==> src/rtl/d8fd_pkg.sv <==
// ============================================================================
// d8fd_pkg : shared types and constants for the D8 flow direction block
// Request and result structs, direction codes, border codes and the
// neighbour order tables used by the slope and resolve stages.
// ============================================================================
package d8fd_pkg;

  localparam int NBR_COUNT = 8;
  localparam int DIR_W     = 8;
  localparam int FLOW_W    = 9;
  localparam int FIELD_W   = 32;

  // Slope weights: cardinal drops scale by sqrt2 (Q15), diagonal drops by one.
  localparam logic [15:0] Q15_SQRT2 = 16'd46341;
  localparam logic [15:0] Q15_ONE   = 16'd32768;

  // Border kinds; other codes count as interior.
  localparam logic [2:0] BORDER_FIRST_ROW = 3'd1;
  localparam logic [2:0] BORDER_LAST_ROW  = 3'd2;
  localparam logic [2:0] BORDER_FIRST_COL = 3'd3;
  localparam logic [2:0] BORDER_LAST_COL  = 3'd4;

  // Direction bits.
  localparam logic [DIR_W-1:0] DIR_NE = 8'd1;
  localparam logic [DIR_W-1:0] DIR_E  = 8'd2;
  localparam logic [DIR_W-1:0] DIR_SE = 8'd4;
  localparam logic [DIR_W-1:0] DIR_S  = 8'd8;
  localparam logic [DIR_W-1:0] DIR_SW = 8'd16;
  localparam logic [DIR_W-1:0] DIR_W_ = 8'd32;
  localparam logic [DIR_W-1:0] DIR_NW = 8'd64;
  localparam logic [DIR_W-1:0] DIR_N  = 8'd128;

  localparam logic signed [FLOW_W-1:0] FLOW_PIT = -9'sd256;

  typedef struct packed {
    logic signed [FIELD_W-1:0] center_elev;
    logic signed [FIELD_W-1:0] nw_elev;
    logic signed [FIELD_W-1:0] north_elev;
    logic signed [FIELD_W-1:0] ne_elev;
    logic signed [FIELD_W-1:0] west_elev;
    logic signed [FIELD_W-1:0] east_elev;
    logic signed [FIELD_W-1:0] sw_elev;
    logic signed [FIELD_W-1:0] south_elev;
    logic signed [FIELD_W-1:0] se_elev;
    logic        [2:0]         border_kind;
  } d8fd_in_t;

  typedef struct packed {
    logic signed [FLOW_W-1:0] flow_dir;
    logic                     dir_is_null;
  } d8fd_out_t;

  // Decisions taken ahead of the slope compare.
  typedef struct packed {
    logic             is_null;
    logic             forced;
    logic [DIR_W-1:0] forced_dir;
  } d8fd_ctrl_t;

  // Neighbour order: NW, N, NE, W, E, SW, S, SE.
  function automatic logic [DIR_W-1:0] dir_bit(input logic [2:0] idx);
    logic [DIR_W-1:0] b;
    case (idx)
      3'd0:    b = DIR_NW;
      3'd1:    b = DIR_N;
      3'd2:    b = DIR_NE;
      3'd3:    b = DIR_W_;
      3'd4:    b = DIR_E;
      3'd5:    b = DIR_SW;
      3'd6:    b = DIR_S;
      default: b = DIR_SE;
    endcase
    return b;
  endfunction

  function automatic logic dir_diag(input logic [2:0] idx);
    logic d;
    case (idx)
      3'd0, 3'd2, 3'd5, 3'd7: d = 1'b1;
      default:                d = 1'b0;
    endcase
    return d;
  endfunction

endpackage

==> src/rtl/d8_flow_direction_top.sv <==
// ============================================================================
// d8_flow_direction_top : D8 flow direction of one 3x3 elevation window
// Five-register pipeline: request, slope keys, two maximum-tree stages and
// the registered result.
// ============================================================================
// Throughput: one request per cycle; busy stays low, the pipeline never stalls.
// The maximum tree over eight keys sets the stage count.
// Reset: synchronous, active low; clears the valid bits, drops requests in
// flight, and leaves payload registers as they are.
module d8_flow_direction_top #(
  parameter int ELEV_WIDTH = 32
) (
  input  logic                clk,
  input  logic                rst_n,
  input  logic                start,
  output logic                busy,
  input  d8fd_pkg::d8fd_in_t  in_item,
  output logic                out_strobe,
  output d8fd_pkg::d8fd_out_t out_result
);
  import d8fd_pkg::*;

  // Weighted drop needs the drop width plus the 16-bit weight, plus a sign.
  localparam int KEY_W = ELEV_WIDTH + 18;
  localparam logic [ELEV_WIDTH-1:0] NULL_ELEV = {1'b1, {(ELEV_WIDTH-1){1'b0}}};

  // Request register
  logic                    req_vld_r;
  d8fd_in_t                req_r;

  // Elevations cut to the working width
  logic [ELEV_WIDTH-1:0]   center_e;
  logic [ELEV_WIDTH-1:0]   nbr_e [NBR_COUNT];
  logic signed [KEY_W-1:0] key_c [NBR_COUNT];
  logic [NBR_COUNT-1:0]    nbr_null_c;
  d8fd_ctrl_t              ctrl_c;

  // Slope key register
  logic                    key_vld_r;
  logic signed [KEY_W-1:0] key_r [NBR_COUNT];
  logic [NBR_COUNT-1:0]    kval_r;
  d8fd_ctrl_t              ctrl_r;

  // Tree output
  logic                    mx_vld;
  logic signed [KEY_W-1:0] mx_keys [NBR_COUNT];
  logic [NBR_COUNT-1:0]    mx_kval;
  d8fd_ctrl_t              mx_ctrl;
  logic signed [KEY_W-1:0] mx_max;
  logic                    mx_max_vld;

  d8fd_out_t               res_c;
  logic                    out_strobe_r;
  d8fd_out_t               out_result_r;

  // Never stall: every stage advances each cycle.
  assign busy = 1'b0;

  always_ff @(posedge clk) begin
    if (!rst_n) begin
      req_vld_r <= 1'b0;
    end else begin
      req_vld_r <= start && !busy;
    end
  end

  always_ff @(posedge clk) begin
    req_r <= in_item;
  end

  // Take the low bits of each field, zero-extended where the width grows.
  assign center_e = ELEV_WIDTH'($unsigned(req_r.center_elev));
  assign nbr_e[0] = ELEV_WIDTH'($unsigned(req_r.nw_elev));
  assign nbr_e[1] = ELEV_WIDTH'($unsigned(req_r.north_elev));
  assign nbr_e[2] = ELEV_WIDTH'($unsigned(req_r.ne_elev));
  assign nbr_e[3] = ELEV_WIDTH'($unsigned(req_r.west_elev));
  assign nbr_e[4] = ELEV_WIDTH'($unsigned(req_r.east_elev));
  assign nbr_e[5] = ELEV_WIDTH'($unsigned(req_r.sw_elev));
  assign nbr_e[6] = ELEV_WIDTH'($unsigned(req_r.south_elev));
  assign nbr_e[7] = ELEV_WIDTH'($unsigned(req_r.se_elev));

  for (genvar g = 0; g < NBR_COUNT; g++) begin : g_slope
    d8fd_slope #(
      .ELEV_WIDTH (ELEV_WIDTH),
      .KEY_W      (KEY_W),
      .DIAG       (dir_diag(3'(g)))
    ) u_slope (
      .center_elev (center_e),
      .nbr_elev    (nbr_e[g]),
      .slope_key   (key_c[g]),
      .nbr_null    (nbr_null_c[g])
    );
  end

  // Border cells flow straight out; in the interior the last null
  // neighbour takes the discharge.
  always_comb begin
    ctrl_c.is_null    = (center_e == NULL_ELEV);
    ctrl_c.forced     = 1'b1;
    ctrl_c.forced_dir = '0;
    case (req_r.border_kind)
      BORDER_FIRST_ROW: ctrl_c.forced_dir = DIR_N;
      BORDER_LAST_ROW:  ctrl_c.forced_dir = DIR_S;
      BORDER_FIRST_COL: ctrl_c.forced_dir = DIR_W_;
      BORDER_LAST_COL:  ctrl_c.forced_dir = DIR_E;
      default: begin
        ctrl_c.forced = |nbr_null_c;
        for (int i = 0; i < NBR_COUNT; i++) begin
          if (nbr_null_c[i]) ctrl_c.forced_dir = dir_bit(3'(i));
        end
      end
    endcase
  end

  always_ff @(posedge clk) begin
    if (!rst_n) begin
      key_vld_r <= 1'b0;
    end else begin
      key_vld_r <= req_vld_r;
    end
  end

  // Null neighbours drop out of the maximum.
  always_ff @(posedge clk) begin
    key_r  <= key_c;
    kval_r <= ~nbr_null_c;
    ctrl_r <= ctrl_c;
  end

  d8fd_max #(
    .KEY_W (KEY_W)
  ) u_max (
    .clk         (clk),
    .rst_n       (rst_n),
    .in_vld      (key_vld_r),
    .in_keys     (key_r),
    .in_kval     (kval_r),
    .in_ctrl     (ctrl_r),
    .out_vld     (mx_vld),
    .out_keys    (mx_keys),
    .out_kval    (mx_kval),
    .out_ctrl    (mx_ctrl),
    .out_max     (mx_max),
    .out_max_vld (mx_max_vld)
  );

  d8fd_resolve #(
    .KEY_W (KEY_W)
  ) u_resolve (
    .keys    (mx_keys),
    .kval    (mx_kval),
    .ctrl    (mx_ctrl),
    .max_key (mx_max),
    .max_vld (mx_max_vld),
    .result  (res_c)
  );

  // Result register: hold each result for exactly one strobe cycle.
  always_ff @(posedge clk) begin
    if (!rst_n) begin
      out_strobe_r <= 1'b0;
    end else begin
      out_strobe_r <= mx_vld;
    end
  end

  always_ff @(posedge clk) begin
    out_result_r <= res_c;
  end

  assign out_strobe = out_strobe_r;
  assign out_result = out_result_r;

  // Every result traces back to an accepted request.
  a_strobe_from_req : assert property (@(posedge clk) disable iff (!rst_n)
    out_strobe |-> $past(start && !busy, 5))
    else $error("result strobe without a matching request");

  // A null centre always reports a zero direction.
  a_null_zero : assert property (@(posedge clk) disable iff (!rst_n)
    (out_strobe && out_result.dir_is_null) |-> (out_result.flow_dir == '0))
    else $error("null centre with non-zero direction");

  // An unforced interior cell must have at least one usable neighbour.
  a_max_present : assert property (@(posedge clk) disable iff (!rst_n)
    (mx_vld && !mx_ctrl.forced && !mx_ctrl.is_null) |-> mx_max_vld)
    else $error("unforced request without a valid maximum");

endmodule

==> src/rtl/d8fd_slope.sv <==
// ============================================================================
// d8fd_slope : weighted drop toward one neighbour
// Drop from centre to neighbour scaled by the distance weight, so that
// cardinal and diagonal slopes compare as integers.
// ============================================================================
module d8fd_slope #(
  parameter int ELEV_WIDTH = 32,
  parameter int KEY_W      = 50,
  parameter bit DIAG       = 1'b0
) (
  input  logic [ELEV_WIDTH-1:0]   center_elev,
  input  logic [ELEV_WIDTH-1:0]   nbr_elev,
  output logic signed [KEY_W-1:0] slope_key,
  output logic                    nbr_null
);
  import d8fd_pkg::*;

  localparam logic [15:0]           WEIGHT    = DIAG ? Q15_ONE : Q15_SQRT2;
  localparam logic [ELEV_WIDTH-1:0] NULL_ELEV = {1'b1, {(ELEV_WIDTH-1){1'b0}}};

  logic signed [ELEV_WIDTH:0] drop;
  logic signed [KEY_W-1:0]    drop_x;
  logic signed [KEY_W-1:0]    weight_x;

  assign drop      = signed'({center_elev[ELEV_WIDTH-1], center_elev})
                   - signed'({nbr_elev[ELEV_WIDTH-1], nbr_elev});
  assign drop_x    = KEY_W'(drop);
  assign weight_x  = signed'(KEY_W'(WEIGHT));
  assign slope_key = drop_x * weight_x;
  assign nbr_null  = (nbr_elev == NULL_ELEV);

endmodule

==> src/rtl/d8fd_max.sv <==
// ============================================================================
// d8fd_max : registered maximum tree over the eight slope keys
// Two tree levels in the first stage, the final level in the second; the
// keys and control ride along so the resolve stage sees them aligned.
// ============================================================================
module d8fd_max #(
  parameter int KEY_W = 50
) (
  input  logic                           clk,
  input  logic                           rst_n,
  input  logic                           in_vld,
  input  logic signed [KEY_W-1:0]        in_keys [d8fd_pkg::NBR_COUNT],
  input  logic [d8fd_pkg::NBR_COUNT-1:0] in_kval,
  input  d8fd_pkg::d8fd_ctrl_t           in_ctrl,
  output logic                           out_vld,
  output logic signed [KEY_W-1:0]        out_keys [d8fd_pkg::NBR_COUNT],
  output logic [d8fd_pkg::NBR_COUNT-1:0] out_kval,
  output d8fd_pkg::d8fd_ctrl_t           out_ctrl,
  output logic signed [KEY_W-1:0]        out_max,
  output logic                           out_max_vld
);
  import d8fd_pkg::*;

  // Packed candidate: valid flag on top, key below.
  function automatic logic [KEY_W:0] pick_max(input logic [KEY_W:0] a,
                                              input logic [KEY_W:0] b);
    logic [KEY_W:0] r;
    if (!a[KEY_W])      r = b;
    else if (!b[KEY_W]) r = a;
    else if (signed'(a[KEY_W-1:0]) >= signed'(b[KEY_W-1:0])) r = a;
    else                r = b;
    return r;
  endfunction

  logic [KEY_W:0]          lvl1 [4];
  logic [KEY_W:0]          pair_nxt [2];

  logic                    a_vld_r;
  logic [KEY_W:0]          a_pair_r [2];
  logic signed [KEY_W-1:0] a_keys_r [NBR_COUNT];
  logic [NBR_COUNT-1:0]    a_kval_r;
  d8fd_ctrl_t              a_ctrl_r;

  logic                    b_vld_r;
  logic [KEY_W:0]          b_max_r;
  logic signed [KEY_W-1:0] b_keys_r [NBR_COUNT];
  logic [NBR_COUNT-1:0]    b_kval_r;
  d8fd_ctrl_t              b_ctrl_r;

  always_comb begin
    for (int i = 0; i < 4; i++) begin
      lvl1[i] = pick_max({in_kval[2*i], in_keys[2*i]}, {in_kval[2*i+1], in_keys[2*i+1]});
    end
    for (int j = 0; j < 2; j++) begin
      pair_nxt[j] = pick_max(lvl1[2*j], lvl1[2*j+1]);
    end
  end

  always_ff @(posedge clk) begin
    if (!rst_n) begin
      a_vld_r <= 1'b0;
      b_vld_r <= 1'b0;
    end else begin
      a_vld_r <= in_vld;
      b_vld_r <= a_vld_r;
    end
  end

  always_ff @(posedge clk) begin
    a_pair_r <= pair_nxt;
    a_keys_r <= in_keys;
    a_kval_r <= in_kval;
    a_ctrl_r <= in_ctrl;
    b_max_r  <= pick_max(a_pair_r[0], a_pair_r[1]);
    b_keys_r <= a_keys_r;
    b_kval_r <= a_kval_r;
    b_ctrl_r <= a_ctrl_r;
  end

  assign out_vld     = b_vld_r;
  assign out_keys    = b_keys_r;
  assign out_kval    = b_kval_r;
  assign out_ctrl    = b_ctrl_r;
  assign out_max     = signed'(b_max_r[KEY_W-1:0]);
  assign out_max_vld = b_max_r[KEY_W];

endmodule

==> src/rtl/d8fd_resolve.sv <==
// ============================================================================
// d8fd_resolve : final direction code
// Sum the bits of every neighbour on the steepest drop, then apply the null,
// forced, flat and pit rules.
// ============================================================================
module d8fd_resolve #(
  parameter int KEY_W = 50
) (
  input  logic signed [KEY_W-1:0]        keys [d8fd_pkg::NBR_COUNT],
  input  logic [d8fd_pkg::NBR_COUNT-1:0] kval,
  input  d8fd_pkg::d8fd_ctrl_t           ctrl,
  input  logic signed [KEY_W-1:0]        max_key,
  input  logic                           max_vld,
  output d8fd_pkg::d8fd_out_t            result
);
  import d8fd_pkg::*;

  logic [DIR_W-1:0]         dir_sum;
  logic signed [FLOW_W-1:0] dir_pos;

  always_comb begin
    dir_sum = '0;
    for (int i = 0; i < NBR_COUNT; i++) begin
      if (kval[i] && (keys[i] == max_key)) dir_sum = dir_sum | dir_bit(3'(i));
    end
  end

  assign dir_pos = signed'({1'b0, dir_sum});

  always_comb begin
    result.dir_is_null = 1'b0;
    if (ctrl.is_null) begin
      result.flow_dir    = '0;
      result.dir_is_null = 1'b1;
    end else if (ctrl.forced) begin
      result.flow_dir = signed'({1'b0, ctrl.forced_dir});
    end else if (max_vld && (max_key == '0)) begin
      result.flow_dir = -dir_pos;
    end else if (max_vld && max_key[KEY_W-1]) begin
      result.flow_dir = FLOW_PIT;
    end else begin
      result.flow_dir = dir_pos;
    end
  end

endmodule
==> config.mk <==
export PLATFORM = sky130hd
export DESIGN_NAME = d8_flow_direction_top
export DESIGN_NICKNAME = d
export VERILOG_FILES = /design/src/rtl/d8fd_pkg.sv /design/src/rtl/d8_flow_direction_top.sv /design/src/rtl/d8fd_slope.sv /design/src/rtl/d8fd_max.sv /design/src/rtl/d8fd_resolve.sv
export SDC_FILE = /design/constraint.sdc
export NUM_CORES = 2
export LEC_CHECK = 0
export ABC_CLOCK_PERIOD_IN_PS = 12200
export BUFFER_PORTS_ARGS = -buffer_cell sky130_fd_sc_hd__buf_4
export CORE_UTILIZATION = 35
export DETAILED_ROUTE_END_ITERATION = 10
export PLACE_DENSITY = 0.51
export SYNTH_ARGS = -nofsm -noshare
export SYNTH_HDL_FRONTEND = slang
export SYNTH_SLANG_ARGS = --single-unit
==> constraint.sdc <==
create_clock -name clk -period 12.2 [get_ports clk]
set_input_delay 1.22 -clock clk [delete_from_list [all_inputs] [get_ports clk]]
set_output_delay 1.22 -clock clk [all_outputs]
set_load 0.03 [all_outputs]
== Yosys cells after proc, flatten, opt, wreduce, memory -nomap -nowiden ==
Cells that the tools add are included.

* Bitwise gates (word level): 8
* $add $sub $neg: 9
* $lt $le $gt $ge: 7
* Muxes and demuxes: 49
* Equal/unequal tests: 21
* Multipliers: 4
* Reductions and logical operators: 14

{| class="wikitable"
|+ Operator list
! cell !! number
|-
| $mux 51 || 12
|-
| $mux 50 || 9
|-
| $eq 32x32->1 const B || 9
|-
| $sub 32x32->33 || 8
|-
| $eq 48x50->1 || 4
|-
| $eq 50x50->1 || 4
|-
| $mul 33x17->50 const B || 4
|-
| $mux 8 || 22
|-
| $ge 50x50->1 || 3
|-
| $ge 48x50->1 || 2
|-
| $ge 50x48->1 || 2
|-
| $or 8x8->8 || 7
|-
| $logic_not 50->1 || 1
|-
| $pmux 8 s4 || 1
|-
| $mux 9 || 2
|-
| $mux 7 || 2
|-
| $logic_and 1x1->1 || 10
|-
| $neg 8->9 || 1
|-
| $not 8->8 || 1
|-
| $reduce_or 8->1 || 1
|-
| $eq 3x2->1 const B || 2
|-
| $reduce_or 4->1 || 1
|-
| $eq 3x1->1 const B || 1
|-
| $eq 3x3->1 const B || 1
|-
| other kinds (2) || 2
|}

* Output and inout bits: 12
* Register bits after elaboration: 1509
* Word-level logic and storage cells: 169
* Bits of input ports: 294

== Depth between registers and ports, before layout ==
* Depth in word-level cells: 20
* Gate-level depth with buffers: 37
* Depth with buffers taken out: 36

== By module ==
From an unflattened synthesis, not the netlist that was laid out.

* Cells, all modules: 10688
* Area, all modules: 106515.9 sq um

{| class="wikitable"
|+ By module, submodules not included
! module !! seq. area each (sq um) !! times used !! area an instance (sq um) !! cells each
|-
| d8fd_max || 19839.0 || 1 || 32854.0 || 2680
|-
| d8_flow_direction_top || 14453.9 || 1 || 14731.6 || 769
|-
| d8fd_slope (g_slope[3].u_slope) || 0.0 || 1 || 11538.6 || 1347
|-
| d8fd_slope (g_slope[1].u_slope) || 0.0 || 1 || 11377.2 || 1325
|-
| d8fd_slope (g_slope[4].u_slope) || 0.0 || 1 || 11368.4 || 1315
|-
| d8fd_slope (g_slope[6].u_slope) || 0.0 || 1 || 11299.6 || 1326
|-
| d8fd_resolve || 0.0 || 1 || 5132.4 || 681
|-
| d8fd_slope (g_slope[7].u_slope) || 0.0 || 1 || 2102.0 || 327
|-
| d8fd_slope (g_slope[5].u_slope) || 0.0 || 1 || 2090.8 || 307
|-
| d8fd_slope (g_slope[2].u_slope) || 0.0 || 1 || 2034.5 || 308
|-
| d8fd_slope (g_slope[0].u_slope) || 0.0 || 1 || 1986.9 || 303
|}

== Worst setup path after synthesis ==
No wires, ideal clock.

* Kind: reg2reg
* Start: reg req_r, in the netlist center_e[1]
* End: reg key_r[344] (netlist bit)
* Setup time: 0.125 ns
* Cell stages (with the launch flop): 36
* Path buffers: 0
* Setup slack: 3.891 ns
* Arrival time: 8.184 ns
* Required time: 12.075 ns
* Period minus slack after synthesis: 8.309 ns
* Cell sequence: dfxtp_1 -> inv_1 -> fa_1 -> nor2b_1 -> o21ai_1 -> a21boi_0 -> o211ai_1 -> a21oi_1 -> and2_1 -> o21ai_0 -> nand2_1 -> a21oi_1 -> o21bai_1 -> xor2_1 -> ha_1 -> inv_1 -> fa_1 -> inv_1 -> fa_1 -> fa_1 -> fa_1 -> inv_1 -> fa_1 -> inv_1 -> ha_1 -> a21o_1 -> o21bai_1 -> a21o_1 -> a21oi_1 -> o21ai_0 -> a41oi_1 -> o31ai_1 -> o41ai_1 -> o21ai_0 -> a21oi_1 -> xnor2_1

* Word-level cells in the longest chain between the ends: 2

{| class="wikitable"
|+ Ends and longest elaborated chain
! element !! RTL line !! RTL
|-
| start: declaration || d8_flow_direction_top.sv:29 || <nowiki>d8fd_in_t req_r;</nowiki>
|-
| start signal: assignment || d8_flow_direction_top.sv:68 || <nowiki>req_r <= in_item;</nowiki>
|-
| $sub 32x32->33 || d8fd_slope.sv:26 || <nowiki>- signed'({nbr_elev[ELEV_WIDTH-1], nbr_elev});</nowiki>
|-
| $mul 33x17->50 || d8fd_slope.sv:29 || <nowiki>assign slope_key = drop_x * weight_x;</nowiki>
|-
| named net g_slope[1].u_slope.slope_key[44] || d8fd_slope.sv:13 || <nowiki>output logic signed [KEY_W-1:0] slope_key,</nowiki>
|-
| end signal: assignment || d8_flow_direction_top.sv:125 || <nowiki>key_r <= key_c;</nowiki>
|-
| end: declaration || d8_flow_direction_top.sv:40 || <nowiki>logic signed [KEY_W-1:0] key_r [NBR_COUNT];</nowiki>
|}

The timed path passes the listed nets, and every way through them passes these cells.
A chain may end at the register's enable or synchronous reset.

== Worst setup path in the final report ==
* Start: reg req_r, in the netlist center_e[6]
* End: reg key_r[348] (netlist bit)

Same word-level chain as after synthesis.

==> summary.txt <==
Status
  – Status: complete, no violations

Yosys
  – Most common cell in the netlist: inv_1
  – Syn Area/Cell: 9.96 um^2
  – Register bit total from synthesis: 1,509
  – Syn. warnings: 0
  – Synth async-reset ratio: 0%
  – Post-synth cell types: 95
  – Net Count, Synth: 11,901
  – Main synth FF type: dfxtp_1
  – EDFF count, synth: 0
  – Top post-synthesis cells by area: dfxtp_1 32%, ha_1 18%, fa_1 14%
  – Cell Area, Synth: 0.0953 mm^2
  – Top-area cell type share of the netlist area: 31.7%
  – Register area share after synthesis: 31.7%
  – Post-synth top area cell: dfxtp_1
  – Post-synth top cells: 1,853 x inv_1, 1,509 x dfxtp_1, 1,365 x ha_1, 668 x fa_1, 503 x xnor2_1
  – Cell count after synthesis: 9,574

Clocking
  – Clock sink count: 1,509
  – Post-CTS setup buffers: 0
  – H-tree depth: 4
  – Num CTS Buffers: 172
  – TritonCTS clock tree: built
  – Clk Tree Root Cell: clkbuf_16
  – Worst-Skew Late Latency: 0.90 ns
  – Clock tree buffer depth: 4
  – Post-CTS resize count: 0
  – Hold_buf cts: 0
  – Clock Pin Slew Worst Setup and Hold Paths: 0.06 ns

Cells and area
  – FF/Latch Area: 0.0302 mm^2
  – Layout area overhead: 13.9%
  – Layout Nets: 12,354
  – Layout cells sized above 1: 8.82%
  – Footprint of the multi-input gates: 0.0576 mm^2
  – Filler cells: 26,750

Worst setup path
  – CP Launch Type: flip-flop
  – Max FO, Critical Path: 7
  – Critical Path Source: center_e[6]$_DFF_P_
  – Top cell by count, worst path: fa_1
  – WS Path Type: flip-flop to flip-flop
  – CP endpoint kind: flip-flop
  – Worst setup path endpoint: key_r[348]$_DFF_P_
  – Worst R2R Setup Slack: 1.81 ns
  – Slowest stage delay, CP: 1.06 ns
  – Worst EP arrival: 11.20 ns
  – R2R Path Start: center_e[6]$_DFF_P_
  – Endpoint required time on the critical path: 13.01 ns
  – Critical R2R Capture: key_r[348]$_DFF_P_
  – R2R cell count: 32
  – Critical-path top delay cell: dfxtp_1

Route
  – # DRC: 0
  – Detailed Routing Iterations Pass 1: 6
  – Post-route ant nets: 0
  – Via count: 69,727
  – Initial drt markers: 5,335
  – Routed WL: 348,000 um
  – Average wire per standard cell: 25.3 um
  – Vias/cell: 5.06

Timing
  – Final period utilization: 85.2%
  – Hold WS: 0.240 ns
  – Hold Fails Final Rpt: 0
  – RSZ-0062 raised after global routing: no
  – Pins Over Slew Limit: 0
  – Setup TNS: 0 ns
  – Final Skew: 0.114 ns
  – Slew @ Worst Pin: 1.40 ns
  – Rel. slew slack: 6.00%
  – FMAX: 96.2 MHz
  – Min Clock Period, post-route: 10.39 ns
  – Final setup violating endpoints: 0

Die
  – Die X-Extent: 524 um
  – Top Ports: 306
  – Die Y-Extent: 524 um
  – Row cnt: 191
  – Core area: 0.271 mm^2
  – Initial Util: 35.2%
  – Die area: 0.274 mm^2

Global routing
  – Pin count of the biggest net entering global routing: 53
  – Grt ovf: 0
  – GRT Resource Usage Total: 25.2%
  – Initial antenna violation count: 44
  – Vias in the first global route: 70,788
  – First-pass GRT wire length: 494,000 um

Placed design
  – # port buffers: 304
  – Dpl hpwl: 286,000 um
  – RePlAce Congestion: 0.993

Run
  – Max-Cap Viols: 0

Worst hold path
  – Hold crit path type: flip-flop to flip-flop
[state kept, by name, indices dropped and copies added, names as in the netlist, 32 cells and up]
name / flops
center_e: 32
key_r: 332
nbr_e: 256
u_max.a_keys_r: 332
u_max.a_pair_r: 102
u_max.b_max_r: 51
u_max.out_keys: 332
[layout by cell type, fill, tap and decap left out, types with 213 or more instances in the layout]
cell type,count
inv_1,1853
dfxtp_1,1484
ha_1,1365
fa_1,668
xnor2_1,502
a21oi_1,480
buf_4,435
a21o_1,340
xor2_1,309
nor2_1,302
nand2_1,302
o21ai_0,213
[metrics by stage]
stage / instance area [um^2] / utilization [%] / std cells / worst slack [ns]
after floorplan: 95300 / - / 9574 / 3.89
after global placement: 103000 / 37.9 / 13423 / 2.01
after detailed placement: 103000 / 37.9 / 13423 / 1.96
after CTS: 108000 / 40.0 / 13730 / 1.93
after global routing: 109000 / 40.1 / 13760 / 1.36
final: 109000 / 40.1 / 13773 / 1.81
[routing by layer]
layer / share of wire (%) / track usage, %
met5: 0.0078 / 0
met4: 5.4 / 12.0
met3: 6.0 / 3.94
met2: 45 / 40.6
met1: 43 / 32.9
[critical path, delay by kind of cell (launching register included)]
family,cells,cell delay (ns)
AOI/OAI and AO/OA,15,3.94
adders and majority gates,8,3.67
DFF,1,1.06
and+or+nand+nor,3,0.54
xor gates and xnor gates,2,0.91
buffers and inverters,4,0.22
[worst min path at each step]
| stage | slack, ns | from | to | depth (start not counted) |
|---|---|---|---|---|
| after floorplan | 0.31 | ctrl_r[0]$_DFF_P_ | u_max.a_ctrl_r[0]$_DFF_P_ | 0 |
| after global placement | 0.31 | u_max.a_keys_r[64]$_DFF_P_ | u_max.out_keys[64]$_DFF_P_ | 0 |
| after detailed placement | 0.31 | u_max.a_keys_r[306]$_DFF_P_ | u_max.out_keys[306]$_DFF_P_ | 0 |
| after CTS | 0.24 | u_max.a_keys_r[311]$_DFF_P_ | u_max.out_keys[311]$_DFF_P_ | 0 |
| after global routing | 0.25 | u_max.a_keys_r[311]$_DFF_P_ | u_max.out_keys[311]$_DFF_P_ | 0 |
| final | 0.24 | u_max.a_keys_r[311]$_DFF_P_ | u_max.out_keys[311]$_DFF_P_ | 0 |
[cells by family after synthesis]
group / synth area share (%)
multiplexers: 2.84
AO/OA/AOI/OAI: 10.2
buffers and inverters: 7.96
AND/OR/NAND/NOR: 7.86
XOR/XNOR: 7.49
adder cells (fa/ha/maj): 31.9
other: 0.00393
flip-flops: 31.7
[final cells by class]
type | count | area share [%]
diodes | 43 | 0.0991
clock buffers | 227 | 4.45
clock inverters | 80 | 0.963
inverters | 1854 | 6.41
multi-input cells | 6055 | 53.1
flip-flops and latches | 1509 | 27.9
well taps | 3570 | 4.12
repair buffers | 435 | 3.01
Power is left out: the tool's default activity adds up to more than one toggle a clock period on the data nets, which glitch-free logic cannot reach.
